`config.mk`:
```
export PLATFORM = sky130hd
export DESIGN_NAME = bounded_ordered_list_engine_core
export DESIGN_NICKNAME = d
export VERILOG_FILES = /design/src/rtl/core/bole_pkg.sv /design/src/rtl/core/bole_ram.sv /design/src/rtl/core/bole_ctrl.sv /design/src/rtl/core/bounded_ordered_list_engine_core.sv
export SDC_FILE = /design/constraint.sdc
export NUM_CORES = 1
export LEC_CHECK = 0
export ABC_AREA = 1
export BUFFER_PORTS_ARGS = -buffer_cell sky130_fd_sc_hd__buf_2
export CORE_ASPECT_RATIO = 1.2
export CORE_UTILIZATION = 30
export CTS_CLUSTER_SIZE = 24
export DETAILED_ROUTE_END_ITERATION = 12
export PLACE_DENSITY = 0.47
export SKIP_LAST_GASP = 1
export SYNTH_ARGS = -nofsm -noshare
export SYNTH_HDL_FRONTEND = slang
export SYNTH_SLANG_ARGS = --single-unit
```
`constraint.sdc`:
```
create_clock -name clk -period 7.9 [get_ports clk]
set_input_delay 0.79 -clock clk [delete_from_list [all_inputs] [get_ports clk]]
set_output_delay 0.79 -clock clk [all_outputs]
set_load 0.01 [all_outputs]
```
`src/rtl/core/bole_pkg.sv`:
```
// ============================================================================
// bole_pkg: shared types and constants of the bounded ordered list engine
// Command and status codes, request and result payloads, the memory request
// that the sequencer hands to the entry store, and the ring index helpers.
// ============================================================================
package bole_pkg;

    // Most entries the store can hold.
    localparam int MAX_ENTRIES = 16;

    // Fixed field widths.
    localparam int VALUE_W  = 32;
    localparam int CMD_W    = 3;
    localparam int STATUS_W = 2;
    localparam int CAP_W    = 5;
    localparam int COUNT_W  = 5;

    // Derived storage widths.
    localparam int IDX_W = $clog2(MAX_ENTRIES);
    localparam int CNT_W = $clog2(MAX_ENTRIES + 1);
    localparam int CMP_W = (CNT_W > CAP_W) ? CNT_W : CAP_W;

    typedef logic [IDX_W-1:0] idx_t;
    typedef logic [CNT_W-1:0] cnt_t;

    typedef enum logic [CMD_W-1:0] {
        CMD_PUSH_FRONT = 3'd0,
        CMD_PUSH_BACK  = 3'd1,
        CMD_POP_FRONT  = 3'd2,
        CMD_POP_BACK   = 3'd3,
        CMD_REMOVE     = 3'd4
    } cmd_code_t;

    typedef enum logic [STATUS_W-1:0] {
        ST_OK        = 2'd0,
        ST_FULL      = 2'd1,
        ST_EMPTY     = 2'd2,
        ST_NOT_FOUND = 2'd3
    } status_t;

    typedef struct packed {
        logic [CMD_W-1:0]          command;
        logic signed [VALUE_W-1:0] value;
    } cmd_t;

    typedef struct packed {
        logic [STATUS_W-1:0]       status;
        logic signed [VALUE_W-1:0] removed_value;
        logic [COUNT_W-1:0]        entry_count;
        logic                      is_empty;
        logic signed [VALUE_W-1:0] head_value;
        logic signed [VALUE_W-1:0] tail_value;
    } res_t;

    typedef struct packed {
        logic               wr_en;
        idx_t               wr_addr;
        logic [VALUE_W-1:0] wr_data;
        idx_t               rd_addr;
    } ram_req_t;

    // Physical slot of logical position off in a ring that starts at base.
    function automatic idx_t ring_pos(input idx_t base, input idx_t off);
        logic [IDX_W:0] sum;
        sum = {1'b0, base} + {1'b0, off};
        if (sum >= (IDX_W+1)'(MAX_ENTRIES))
        begin
            sum = sum - (IDX_W+1)'(MAX_ENTRIES);
        end
        return sum[IDX_W-1:0];
    endfunction

    // Slot in front of base, wrapping below zero.
    function automatic idx_t ring_dec(input idx_t base);
        idx_t res;
        if (base == '0)
        begin
            res = IDX_W'(MAX_ENTRIES - 1);
        end
        else
        begin
            res = base - 1'b1;
        end
        return res;
    endfunction

endpackage

```
`src/rtl/core/bole_ram.sv`:
```
// ============================================================================
// bole_ram: generic single write port, single read port memory
// One write and one read per cycle; the read data is registered.
// ============================================================================
module bole_ram #(
    parameter int WIDTH = 32,
    parameter int DEPTH = 16
) (
    input  logic                     clk,
    input  logic                     wr_en,
    input  logic [$clog2(DEPTH)-1:0] wr_addr,
    input  logic [WIDTH-1:0]         wr_data,
    input  logic [$clog2(DEPTH)-1:0] rd_addr,
    output logic [WIDTH-1:0]         rd_data
);

    logic [WIDTH-1:0] mem [DEPTH];

    always_ff @(posedge clk)
    begin
        if (wr_en)
        begin
            mem[wr_addr] <= wr_data;
        end
        rd_data <= mem[rd_addr];
    end

endmodule

```
`src/rtl/core/bole_ctrl.sv`:
```
// ============================================================================
// bole_ctrl: command sequencer of the bounded ordered list engine
// Keeps the ring pointer and count, walks the store one slot at a time for
// search and gap closing, and gathers the status and the end values.
// ============================================================================
module bole_ctrl (
    input  logic                          clk,
    input  logic                          rst_n,
    input  logic                          cmd_valid,
    input  bole_pkg::cmd_t                cmd_data,
    input  logic [bole_pkg::CAP_W-1:0]    capacity,
    output logic                          idle,
    output bole_pkg::ram_req_t            mem_req,
    input  logic [bole_pkg::VALUE_W-1:0]  rd_data,
    output logic                          done,
    output bole_pkg::res_t                result,
    input  logic                          take
);
    import bole_pkg::*;

    typedef enum logic [9:0] {
        S_IDLE      = 10'b0000000001,
        S_POP_WAIT  = 10'b0000000010,
        S_SCAN      = 10'b0000000100,
        S_SCAN_CMP  = 10'b0000001000,
        S_SHIFT_RD  = 10'b0000010000,
        S_SHIFT_WR  = 10'b0000100000,
        S_FETCH_H   = 10'b0001000000,
        S_FETCH_T   = 10'b0010000000,
        S_TAIL_WAIT = 10'b0100000000,
        S_RESULT    = 10'b1000000000
    } state_t;

    state_t             state_reg, state_next;
    idx_t               head_reg, head_next;
    cnt_t               count_reg, count_next;
    idx_t               idx_reg, idx_next;
    logic [VALUE_W-1:0] val_reg, val_next;
    status_t            status_reg, status_next;
    logic [VALUE_W-1:0] removed_reg, removed_next;
    logic [VALUE_W-1:0] head_val_reg, head_val_next;
    logic [VALUE_W-1:0] tail_val_reg, tail_val_next;

    logic [CMP_W-1:0] cap_eff;
    logic             is_full;
    logic             is_none;
    idx_t             tail_pos;
    logic             last_scan;
    logic             last_shift;

    // A capacity above the store size saturates at the store size.
    always_comb
    begin
        if (CMP_W'(capacity) > CMP_W'(MAX_ENTRIES))
        begin
            cap_eff = CMP_W'(MAX_ENTRIES);
        end
        else
        begin
            cap_eff = CMP_W'(capacity);
        end
    end

    assign is_full    = CMP_W'(count_reg) >= cap_eff;
    assign is_none    = count_reg == '0;
    assign tail_pos   = ring_pos(head_reg, IDX_W'(count_reg - 1'b1));
    assign last_scan  = (CNT_W'(idx_reg) + CNT_W'(1)) == count_reg;
    assign last_shift = (CNT_W'(idx_reg) + CNT_W'(2)) == count_reg;

    always_comb
    begin
        state_next    = state_reg;
        head_next     = head_reg;
        count_next    = count_reg;
        idx_next      = idx_reg;
        val_next      = val_reg;
        status_next   = status_reg;
        removed_next  = removed_reg;
        head_val_next = head_val_reg;
        tail_val_next = tail_val_reg;
        mem_req       = '{wr_en: 1'b0, wr_addr: head_reg, wr_data: val_reg,
                          rd_addr: head_reg};

        unique case (state_reg)
            S_IDLE:
            begin
                if (cmd_valid)
                begin
                    val_next     = cmd_data.value;
                    status_next  = ST_OK;
                    removed_next = '0;
                    idx_next     = '0;
                    state_next   = S_FETCH_H;
                    unique case (cmd_data.command)
                        CMD_PUSH_FRONT:
                        begin
                            if (is_full)
                            begin
                                status_next = ST_FULL;
                            end
                            else
                            begin
                                mem_req.wr_en   = 1'b1;
                                mem_req.wr_addr = ring_dec(head_reg);
                                mem_req.wr_data = cmd_data.value;
                                head_next       = ring_dec(head_reg);
                                count_next      = count_reg + 1'b1;
                            end
                        end
                        CMD_PUSH_BACK:
                        begin
                            if (is_full)
                            begin
                                status_next = ST_FULL;
                            end
                            else
                            begin
                                mem_req.wr_en   = 1'b1;
                                mem_req.wr_addr = ring_pos(head_reg, IDX_W'(count_reg));
                                mem_req.wr_data = cmd_data.value;
                                count_next      = count_reg + 1'b1;
                            end
                        end
                        CMD_POP_FRONT:
                        begin
                            if (is_none)
                            begin
                                status_next = ST_EMPTY;
                            end
                            else
                            begin
                                mem_req.rd_addr = head_reg;
                                head_next       = ring_pos(head_reg, IDX_W'(1));
                                count_next      = count_reg - 1'b1;
                                state_next      = S_POP_WAIT;
                            end
                        end
                        CMD_POP_BACK:
                        begin
                            if (is_none)
                            begin
                                status_next = ST_EMPTY;
                            end
                            else
                            begin
                                mem_req.rd_addr = tail_pos;
                                count_next      = count_reg - 1'b1;
                                state_next      = S_POP_WAIT;
                            end
                        end
                        CMD_REMOVE:
                        begin
                            if (is_none)
                            begin
                                status_next = ST_EMPTY;
                            end
                            else
                            begin
                                state_next = S_SCAN;
                            end
                        end
                        default:
                        begin
                            // Unused codes only report the current state.
                        end
                    endcase
                end
            end
            S_POP_WAIT:
            begin
                removed_next = rd_data;
                state_next   = S_FETCH_H;
            end
            S_SCAN:
            begin
                mem_req.rd_addr = ring_pos(head_reg, idx_reg);
                state_next      = S_SCAN_CMP;
            end
            S_SCAN_CMP:
            begin
                if (rd_data == val_reg)
                begin
                    removed_next = rd_data;
                    if (last_scan)
                    begin
                        count_next = count_reg - 1'b1;
                        state_next = S_FETCH_H;
                    end
                    else
                    begin
                        state_next = S_SHIFT_RD;
                    end
                end
                else if (last_scan)
                begin
                    status_next = ST_NOT_FOUND;
                    state_next  = S_FETCH_H;
                end
                else
                begin
                    idx_next   = idx_reg + 1'b1;
                    state_next = S_SCAN;
                end
            end
            S_SHIFT_RD:
            begin
                mem_req.rd_addr = ring_pos(head_reg, idx_reg + 1'b1);
                state_next      = S_SHIFT_WR;
            end
            S_SHIFT_WR:
            begin
                mem_req.wr_en   = 1'b1;
                mem_req.wr_addr = ring_pos(head_reg, idx_reg);
                mem_req.wr_data = rd_data;
                if (last_shift)
                begin
                    count_next = count_reg - 1'b1;
                    state_next = S_FETCH_H;
                end
                else
                begin
                    idx_next   = idx_reg + 1'b1;
                    state_next = S_SHIFT_RD;
                end
            end
            S_FETCH_H:
            begin
                if (is_none)
                begin
                    head_val_next = '0;
                    tail_val_next = '0;
                    state_next    = S_RESULT;
                end
                else
                begin
                    mem_req.rd_addr = head_reg;
                    state_next      = S_FETCH_T;
                end
            end
            S_FETCH_T:
            begin
                head_val_next   = rd_data;
                mem_req.rd_addr = tail_pos;
                state_next      = S_TAIL_WAIT;
            end
            S_TAIL_WAIT:
            begin
                tail_val_next = rd_data;
                state_next    = S_RESULT;
            end
            S_RESULT:
            begin
                if (take)
                begin
                    state_next = S_IDLE;
                end
            end
            default:
            begin
                state_next = S_IDLE;
            end
        endcase
    end

    always_ff @(posedge clk or negedge rst_n)
    begin
        if (!rst_n)
        begin
            state_reg <= S_IDLE;
            head_reg  <= '0;
            count_reg <= '0;
        end
        else
        begin
            state_reg <= state_next;
            head_reg  <= head_next;
            count_reg <= count_next;
        end
    end

    always_ff @(posedge clk)
    begin
        idx_reg      <= idx_next;
        val_reg      <= val_next;
        status_reg   <= status_next;
        removed_reg  <= removed_next;
        head_val_reg <= head_val_next;
        tail_val_reg <= tail_val_next;
    end

    assign idle = state_reg == S_IDLE;
    assign done = state_reg == S_RESULT;

    assign result = '{status:        status_reg,
                      removed_value: removed_reg,
                      entry_count:   COUNT_W'(count_reg),
                      is_empty:      is_none,
                      head_value:    head_val_reg,
                      tail_value:    tail_val_reg};

    // The count never goes past the store size.
    a_count_bound: assert property (@(posedge clk) disable iff (!rst_n)
        CMP_W'(count_reg) <= CMP_W'(MAX_ENTRIES))
        else $error("entry count exceeds store size");

    // One command moves the count by at most one.
    a_count_step: assert property (@(posedge clk) disable iff (!rst_n)
        (count_reg != $past(count_reg)) |->
            (count_reg == $past(count_reg) + 1'b1 ||
             count_reg == $past(count_reg) - 1'b1))
        else $error("entry count jumped");

    // The search never looks past the last entry.
    a_scan_range: assert property (@(posedge clk) disable iff (!rst_n)
        (state_reg == S_SCAN) |-> (CNT_W'(idx_reg) < count_reg))
        else $error("search index beyond count");

    // Closing a gap only happens with a later entry to move.
    a_shift_range: assert property (@(posedge clk) disable iff (!rst_n)
        (state_reg == S_SHIFT_RD) |-> (count_reg >= CNT_W'(2)))
        else $error("gap closing with too few entries");

    // A finished result holds until the output stage takes it.
    a_result_hold: assert property (@(posedge clk) disable iff (!rst_n)
        (done && !take) |=> (done && $stable(result)))
        else $error("result dropped before it was taken");

endmodule

```
`src/rtl/core/bounded_ordered_list_engine_core.sv`:
```
// ============================================================================
// bounded_ordered_list_engine_core: bounded deque with delete by value
// Ordered store of signed 32-bit values with push and pop at both ends and
// removal of the first matching entry; one result per request.
// ============================================================================
//
// Usage:
//   A request (command, value) enters on cmd_valid/cmd_stall; its result
//   (status, removed value, count, empty flag, head and tail values) leaves
//   on res_valid/res_stall. cfg_write with cfg_data sets the capacity and is
//   meant to be used only while no request is in flight.
//   Requests are handled one at a time: cmd_stall stays high from acceptance
//   until the result moves into the output register. The store is a ring
//   in one RAM with one read and one write port, and a small sequencer steps
//   through it. A push or unused code then reads the head and tail values;
//   a pop first reads the entry that it takes out. A remove reads and
//   compares each entry up to the match, then closes the gap by moving each
//   later entry one slot nearer the head. A list left empty skips the head
//   and tail reads. The sequencer uses the one RAM read port at most once
//   per step. The next request can be taken in the same cycle in which
//   res_valid rises. With res_stall high the output register holds its
//   result, the sequencer keeps the next one, and further requests stall.
//   Reset empties the list and sets the capacity to the full store size;
//   there is no clearing pass, since only live entries are ever read.
//
module bounded_ordered_list_engine_core (
    input  logic                       clk,
    input  logic                       rst_n,
    input  logic                       cmd_valid,
    output logic                       cmd_stall,
    input  bole_pkg::cmd_t             cmd_data,
    output logic                       res_valid,
    input  logic                       res_stall,
    output bole_pkg::res_t             res_data,
    input  logic                       cfg_write,
    input  logic [bole_pkg::CAP_W-1:0] cfg_data
);
    import bole_pkg::*;

    logic [CAP_W-1:0]   cap_reg;
    logic               res_valid_reg, res_valid_next;
    res_t               res_data_reg;
    logic               seq_idle;
    logic               seq_done;
    logic               seq_take;
    res_t               seq_result;
    ram_req_t           mem_req;
    logic [VALUE_W-1:0] mem_rd_data;

    // Capacity register; the user must write it only between requests, the block does not enforce this.
    always_ff @(posedge clk or negedge rst_n)
    begin
        if (!rst_n)
        begin
            cap_reg <= CAP_W'(16);
        end
        else if (cfg_write)
        begin
            cap_reg <= cfg_data;
        end
    end

    bole_ram #(
        .WIDTH (VALUE_W),
        .DEPTH (MAX_ENTRIES)
    ) u_store (
        .clk     (clk),
        .wr_en   (mem_req.wr_en),
        .wr_addr (mem_req.wr_addr),
        .wr_data (mem_req.wr_data),
        .rd_addr (mem_req.rd_addr),
        .rd_data (mem_rd_data)
    );

    bole_ctrl u_ctrl (
        .clk       (clk),
        .rst_n     (rst_n),
        .cmd_valid (cmd_valid),
        .cmd_data  (cmd_data),
        .capacity  (cap_reg),
        .idle      (seq_idle),
        .mem_req   (mem_req),
        .rd_data   (mem_rd_data),
        .done      (seq_done),
        .result    (seq_result),
        .take      (seq_take)
    );

    // The sequencer hands over its result whenever the output register is
    // empty or being emptied in this same cycle.
    assign seq_take = seq_done && (!res_valid_reg || !res_stall);

    always_comb
    begin
        res_valid_next = res_valid_reg;
        if (seq_take)
        begin
            res_valid_next = 1'b1;
        end
        else if (!res_stall)
        begin
            res_valid_next = 1'b0;
        end
    end

    always_ff @(posedge clk or negedge rst_n)
    begin
        if (!rst_n)
        begin
            res_valid_reg <= 1'b0;
        end
        else
        begin
            res_valid_reg <= res_valid_next;
        end
    end

    always_ff @(posedge clk)
    begin
        if (seq_take)
        begin
            res_data_reg <= seq_result;
        end
    end

    assign cmd_stall = !seq_idle;
    assign res_valid = res_valid_reg;
    assign res_data  = res_data_reg;

endmodule
```
Word level (Yosys, flattened, before mapping)

Memories as Yosys holds them, arrays and structs flattened. A register that Yosys moved wholly into a read port is not among the register bits.
Index checks and enable logic that the tools add are counted.

Bitwise logic cells: 0
Add/subtract/negate cells: 16
Shift-type cells: 0
$mul: 0
Magnitude comparators: 7
Divide/modulo/power cells: 0
Reductions and logical operators: 26
Equal/unequal tests: 32
Muxes and demuxes: 59

Operator list:

| operator             | count |
|---|---|
| $pmux 37 s2          | 2 |
| $pmux 32 s2          | 2 |
| $pmux 10 s10         | 1 |
| $mux 32              | 3 |
| $pmux 32 s3          | 1 |
| $mux 37              | 2 |
| $mux 4               | 14 |
| $mux 41              | 1 |
| $mux 10              | 4 |
| $mux 5               | 7 |
| $mux 7               | 5 |
| $eq 32x32->1         | 1 |
| $ge 5x5->1 const B   | 5 |
| $sub 4x1->4 const B  | 6 |
| $add 4x4->5          | 4 |
| $pmux 10 s2          | 1 |
| $pmux 4 s4           | 1 |
| $pmux 5 s3           | 1 |
| $ne 2x1->1 const B   | 6 |
| $ne 2x2->1 const B   | 6 |
| $pmux 4 s3           | 1 |
| $add 4x1->5 const B  | 2 |
| $eq 10x1->1 const B  | 1 |
| $eq 10x10->1 const B | 1 |
| 39 further kinds     | 62 |

Memories: 1
Input port bits: 45
Register bits: 263
Output and inout bits: 106
Latch bits: 0
Bits in read-only memories: 0
Word-level logic and storage cells: 158
Bits in writable memories: 512

Memory list:

| memory      | words | width | read ports | clocked after memory_dff | write ports | line           | RTL |
|---|---|---|---|---|---|---|---|
| u_store.mem | 16    | 32    | 1          | 1                        | 1           | bole_ram.sv:17 | `logic [WIDTH-1:0] mem [DEPTH];` |

Logic depth before layout (Yosys ltp)

Depth after elaboration: 10
Depth in mapped cells: 18

Cells and area by module

From an unflattened synthesis, not the netlist that was laid out.

Cell total of the unflattened synthesis: 3182
Area, all modules: 34648.2 µm²

Modules (own cells, without submodules):

| module                           | seq. area each (µm²) | area each (µm²) | cells an instance | instances |
|---|---|---|---|---|
| bole_ram                         | 16015.4              | 22730.6         | 2120              | 1 |
| bole_ctrl                        | 4500.6               | 8563.2          | 931               | 1 |
| bounded_ordered_list_engine_core | 3274.4               | 3354.5          | 131               | 1 |

Worst setup path before layout

Ideal clock, no wire load.

Kind: reg-to-reg
From: register u_ctrl.state_reg[6]
To: register res_data_reg (netlist bit res_data[0]), enable pin
Path slack: 1.217 ns
Cell stages (with the launch flop): 8
Clock period less this slack: 6.683 ns
Data arrival time: 6.081 ns
Cell sequence: dfrtp_1 > nor2_2 > nand2_1 > inv_1 > nand2_1 > nor3_1 > inv_1 > a21oi_1

Longest elaborated chain between the ends: 2

Ends and longest elaborated chain:

| item                     | line                                    | RTL |
|---|---|---|
| start: declaration       | bole_ctrl.sv:34                         | `state_t state_reg, state_next;` |
| start signal: assignment | bole_ctrl.sv:275                        | `state_reg <= state_next;` |
| $eq 10x10->1             | bole_ctrl.sv:292                        | `assign done = state_reg == S_RESULT;` |
| $logic_and 1x1->1        | bounded_ordered_list_engine_core.sv:91  | `assign seq_take = seq_done && (!res_valid_reg \|\| !res_stall);` |
| end signal: assignment   | bounded_ordered_list_engine_core.sv:122 | `res_data_reg <= seq_result;` |
| end: declaration         | bounded_ordered_list_engine_core.sv:42  | `res_t res_data_reg;` |

No other way between the ends.
A chain may end at the register's enable or synchronous reset.

Final worst setup path

From: register u_ctrl.state_reg[0]
To: memory u_store.mem[5][23], enable pin

Longest elaborated chain between the ends: 4
Elaborated cells on any way between the ends: 5

Ends and longest elaborated chain:

| item                                              | line            | RTL |
|---|---|---|
| $eq 10x6->1 / $eq 10x1->1 (equally long branches) | bole_ctrl.sv:84 | `unique case (state_reg)` |
| $pmux 37 s2 *                                     | bole_ctrl.sv:84 |  |
| $mux 1                                            | bole_ram.sv:21  | `if (wr_en)` |
| $mux 1 (implied by the code)                      | bole_ram.sv:23  | `mem[wr_addr] <= wr_data;` |
| end: declaration                                  | bole_ram.sv:17  |  |

Every way passes the cells marked *; elsewhere a longest branch is shown, timed or not.

==> impl_metrics.env <==
export IMPL_status="completed"
export IMPL_r2r_start="u_ctrl.state_reg[0]$_DFFE_PN1P_"
export IMPL_synth_flop_cell="edfxtp_1"
export IMPL_avgRoutedWirePerCell_microns=19.7
export IMPL_slew_headroom=0.133
export IMPL_io_pins=151
export IMPL_synth_compound_area_frac=0.0263
export IMPL_antenna_found_initial=1
export IMPL_area_growth_pct=15.3
export IMPL_p_int_mw=9.86
export IMPL_dieArea_sq_um=116000
export IMPL_htreeDepth=3
export IMPL_fin_crit_sh=0.629
export IMPL_grtUsageTotal=0.159
export IMPL_power_frac_seq=0.365
export IMPL_rsz0062_at_grt="no"
export IMPL_synth_top_family_by_area="simple AND/OR/NAND/NOR gates"
export IMPL_cp_required_ns=8.15
export IMPL_synthTopCellsByArea="edfxtp_1 65%, nand3_1 7.9%, nand2_1 7.6%, inv_1 3.5%, dfxtp_1 1.9%"
export IMPL_worstSetupPathType="reg2reg"
export IMPL_cts_clk_slew_worst_paths_ns=0.06
export IMPL_crit_path_end_kind="register"
export IMPL_row_count=135
export IMPL_crit_arrival_ns=5.22
export IMPL_cts_root_buffer="clkbuf_16"
export IMPL_seq_area_frac_synth=0.692
export IMPL_power_switching_mw=6.92
export IMPL_drtAntennaViolNets=0
export IMPL_r2r_end="u_store.mem[5][23]$_DFFE_PP_"
export IMPL_critPathMaxFanout=40
export IMPL_fin_cells=4748
export IMPL_cts_resized=0
export IMPL_drv_slew=0
export IMPL_wl_met2_microns=45000
export IMPL_routed_top_layer="met5"
export IMPL_yosysWarnings=0
export IMPL_clock_path_buffers=3
export IMPL_die_h_microns=373
export IMPL_antenna_cells=0
export IMPL_tightest_slew_ns=1.30
export IMPL_startpoint_type="register"
export IMPL_synth_cell_type_count=49
export IMPL_grt_overflow_total=0
export IMPL_p_clk_frac=0.235
export IMPL_design_core_area_sq_um=113000
export IMPL_drt_iter0_markers=1758
export IMPL_ff2ff_path_depth=13
export IMPL_power_density_nw_per_um2=423
export IMPL_setup_viol=0
export IMPL_die_w_microns=311
export IMPL_tritoncts="yes"
export IMPL_syn_num_nets=3124
export IMPL_cts_inserted_buffers=80
export IMPL_hold_class="in2async"
export IMPL_async_flop_share=0.0310
export IMPL_grt_pass1_wl_microns=141000
export IMPL_synth_xor_area_frac=0.00840
export IMPL_finalClockSkew_ns=0.0185
export IMPL_drc=0
export IMPL_clock_sinks=807
export IMPL_clk_latency_ns=0.66
export IMPL_period_minus_slack_ns=4.97
export IMPL_synth_simple_area_share=0.202
export IMPL_hold_buffers=0
export IMPL_r2r_slack_ns=2.93
export IMPL_p_leak_nw=15.4
export IMPL_irDropWorstVdd_mv=0.469
export IMPL_p_comb_frac=0.400
export IMPL_muxShareOfSynthArea=0.000909
export IMPL_globalplace_congestion=0.773
export IMPL_post_synth_top_area_cell="edfxtp_1"
export IMPL_fmax_mhz=201
export IMPL_avgViaCountPerCell=4.73
export IMPL_cap_viol_max_count=0
export IMPL_numPortBuffers=150
export IMPL_switching_share=0.413
export IMPL_fin_nets=3248
export IMPL_synth_seq_cells=807
export IMPL_num_vias=22435
export IMPL_first_pass_iters=5
export IMPL_hpwl_microns=53400
export IMPL_grt_max_degree=178
export IMPL_hold_viol_final=0
export IMPL_dp_cells=4600
export IMPL_synth_fa_ha_area_frac=0.0111
export IMPL_finalPower_mw=16.8
export IMPL_met1_length_microns=42600
export IMPL_post_cts_buffers=0
export IMPL_syn_avg_cell_area_sq_um=11.3
export IMPL_wirelength_microns=93600
export IMPL_drive_gt1_frac=0.123
export IMPL_first_global_vias=21806
export IMPL_syn_inst=3051
export IMPL_synthesis_area_sq_um=34400
export IMPL_tns_ns=0
export IMPL_final_util=0.350
export IMPL_hold_slack_ns=0.150
export IMPL_synth_edf_count=750
export IMPL_synth_top_area_frac=0.655
export IMPL_wl_met3_microns=4040
export IMPL_start_util=0.303
export IMPL_largest_register_ffs=512
==> cell usage in the layout (no fill, tap or decap), types with 6 or more instances in the layout <==
| cell type | n |
|---|---|
| dfxtp_1 | 32 |
| o221ai_2 | 20 |
| ha_1 | 24 |
| dfrtp_1 | 23 |
| bufinv_16 | 10 |
| nor2_1 | 142 |
| clkinv_1 | 17 |
| buf_2 | 150 |
| nand2_1 | 695 |
| inv_1 | 320 |
| o21ai_0 | 59 |
| xor2_1 | 24 |
| nand4_1 | 22 |
| nor3_1 | 11 |
| a21oi_1 | 38 |
| nand3_1 | 545 |
| clkbuf_16 | 82 |
| nand3b_1 | 66 |
| edfxtp_1 | 750 |
| nor2_2 | 8 |
| clkbuf_1 | 21 |
| xnor2_1 | 9 |
| nor2_4 | 20 |
| o221ai_1 | 12 |
| inv_2 | 6 |
| buf_4 | 51 |
| clkinv_2 | 11 |
==> routing by layer <==
| layer | up-vias | global-route usage |
|---|---|---|
| li1 | 10718 | - |
| met1 | 11070 | 0.214 |
| met2 | 546 | 0.266 |
| met3 | 99 | 0.0199 |
| met4 | 2 | 0.0484 |
| met5 | - | 0 |
==> per-stage QoR <==
stage | area (sq um) | setup WS [ns]
floorplan | 34400 | 1.22
global placement | 37000 | 2.85
detailed placement | 37000 | 2.89
CTS | 39700 | 2.86
global route | 39700 | 2.57
finish | 39700 | 2.93
==> layout make-up <==
| class | instances | area, sq um |
|---|---|---|
| Sequential cell | 807 | 23800 |
| Inverter | 330 | 1250 |
| Fill cell | 11165 | 73700 |
| Timing Repair Buffer | 203 | 1170 |
| Clock inverter | 40 | 494 |
| Tap cell | 1507 | 1890 |
| Multi-Input combinational cell | 1753 | 8880 |
| Clock buffer | 108 | 2200 |
==> cells by family (layout without fill, tap and decap cells) <==
group,after synthesis,after routing
compound gates,151,151
simple gates,1538,1538
mux,3,3
xor+xnor,33,33
fa+ha+maj,28,28
flops,807,807
buf+inv,491,681
==> power by group through the flow <==
stage | combinational (mW) | sequential (mW) | clock [mW]
6_report | 6.72 | 6.12 | 3.94
2_1_floorplan | 4.60 | 6.08 | 0
4_1_cts | 6.82 | 6.12 | 4.03
3_5_place_dp | 6.79 | 6.21 | 0
5_1_grt | 7.51 | 6.16 | 4.18
3_3_place_gp | 6.78 | 6.20 | 0
==> worst max-delay path: stages (launching register included) <==
cell and delay, ns:
dfstp_2 0.55, nor2_2 0.06, nand2_2 0.09, inv_2 0.06
nand2_2 0.06, buf_4 0.50, inv_2 0.22, nor2_2 0.56
inv_2 0.50, nand4_1 0.23, nand3_1 0.13, inv_1 0.09
nand3_1 0.31, nor2_4 1.10
==> cells in the mapped netlist (9+ instances only) <==
library cell	n
nand4_1	22
inv_1	320
nand3b_1	66
o221ai_1	32
nor2_1	160
a21oi_1	39
nand2_1	698
edfxtp_1	750
buf_4	10
nand3_1	546
nor3_1	11
xor2_1	24
dfrtp_1	23
ha_1	24
o21ai_0	60
clkbuf_1	27
dfxtp_1	32
buf_2	110
xnor2_1	9
==> how the worst max path moves through the flow <==
stage	slack, ns	cells after the start	start	endpoint
finish	2.93	13	u_ctrl.state_reg[0]$_DFFE_PN1P_	u_store.mem[5][23]$_DFFE_PP_
global route	2.57	15	cap_reg[4]$_DFFE_PN1P_	u_store.mem[5][23]$_DFFE_PP_
CTS	2.86	13	u_ctrl.state_reg[0]$_DFFE_PN1P_	u_store.mem[5][23]$_DFFE_PP_
detailed placement	2.89	13	u_ctrl.state_reg[0]$_DFFE_PN1P_	u_store.mem[5][20]$_DFFE_PP_
global placement	2.85	13	u_ctrl.state_reg[0]$_DFFE_PN1P_	u_store.mem[5][20]$_DFFE_PP_
floorplan	1.22	7	u_ctrl.state_reg[6]$_DFFE_PN0P_	res_data[0]$_DFFE_PP_
Power figures use the tool's default switching activity.
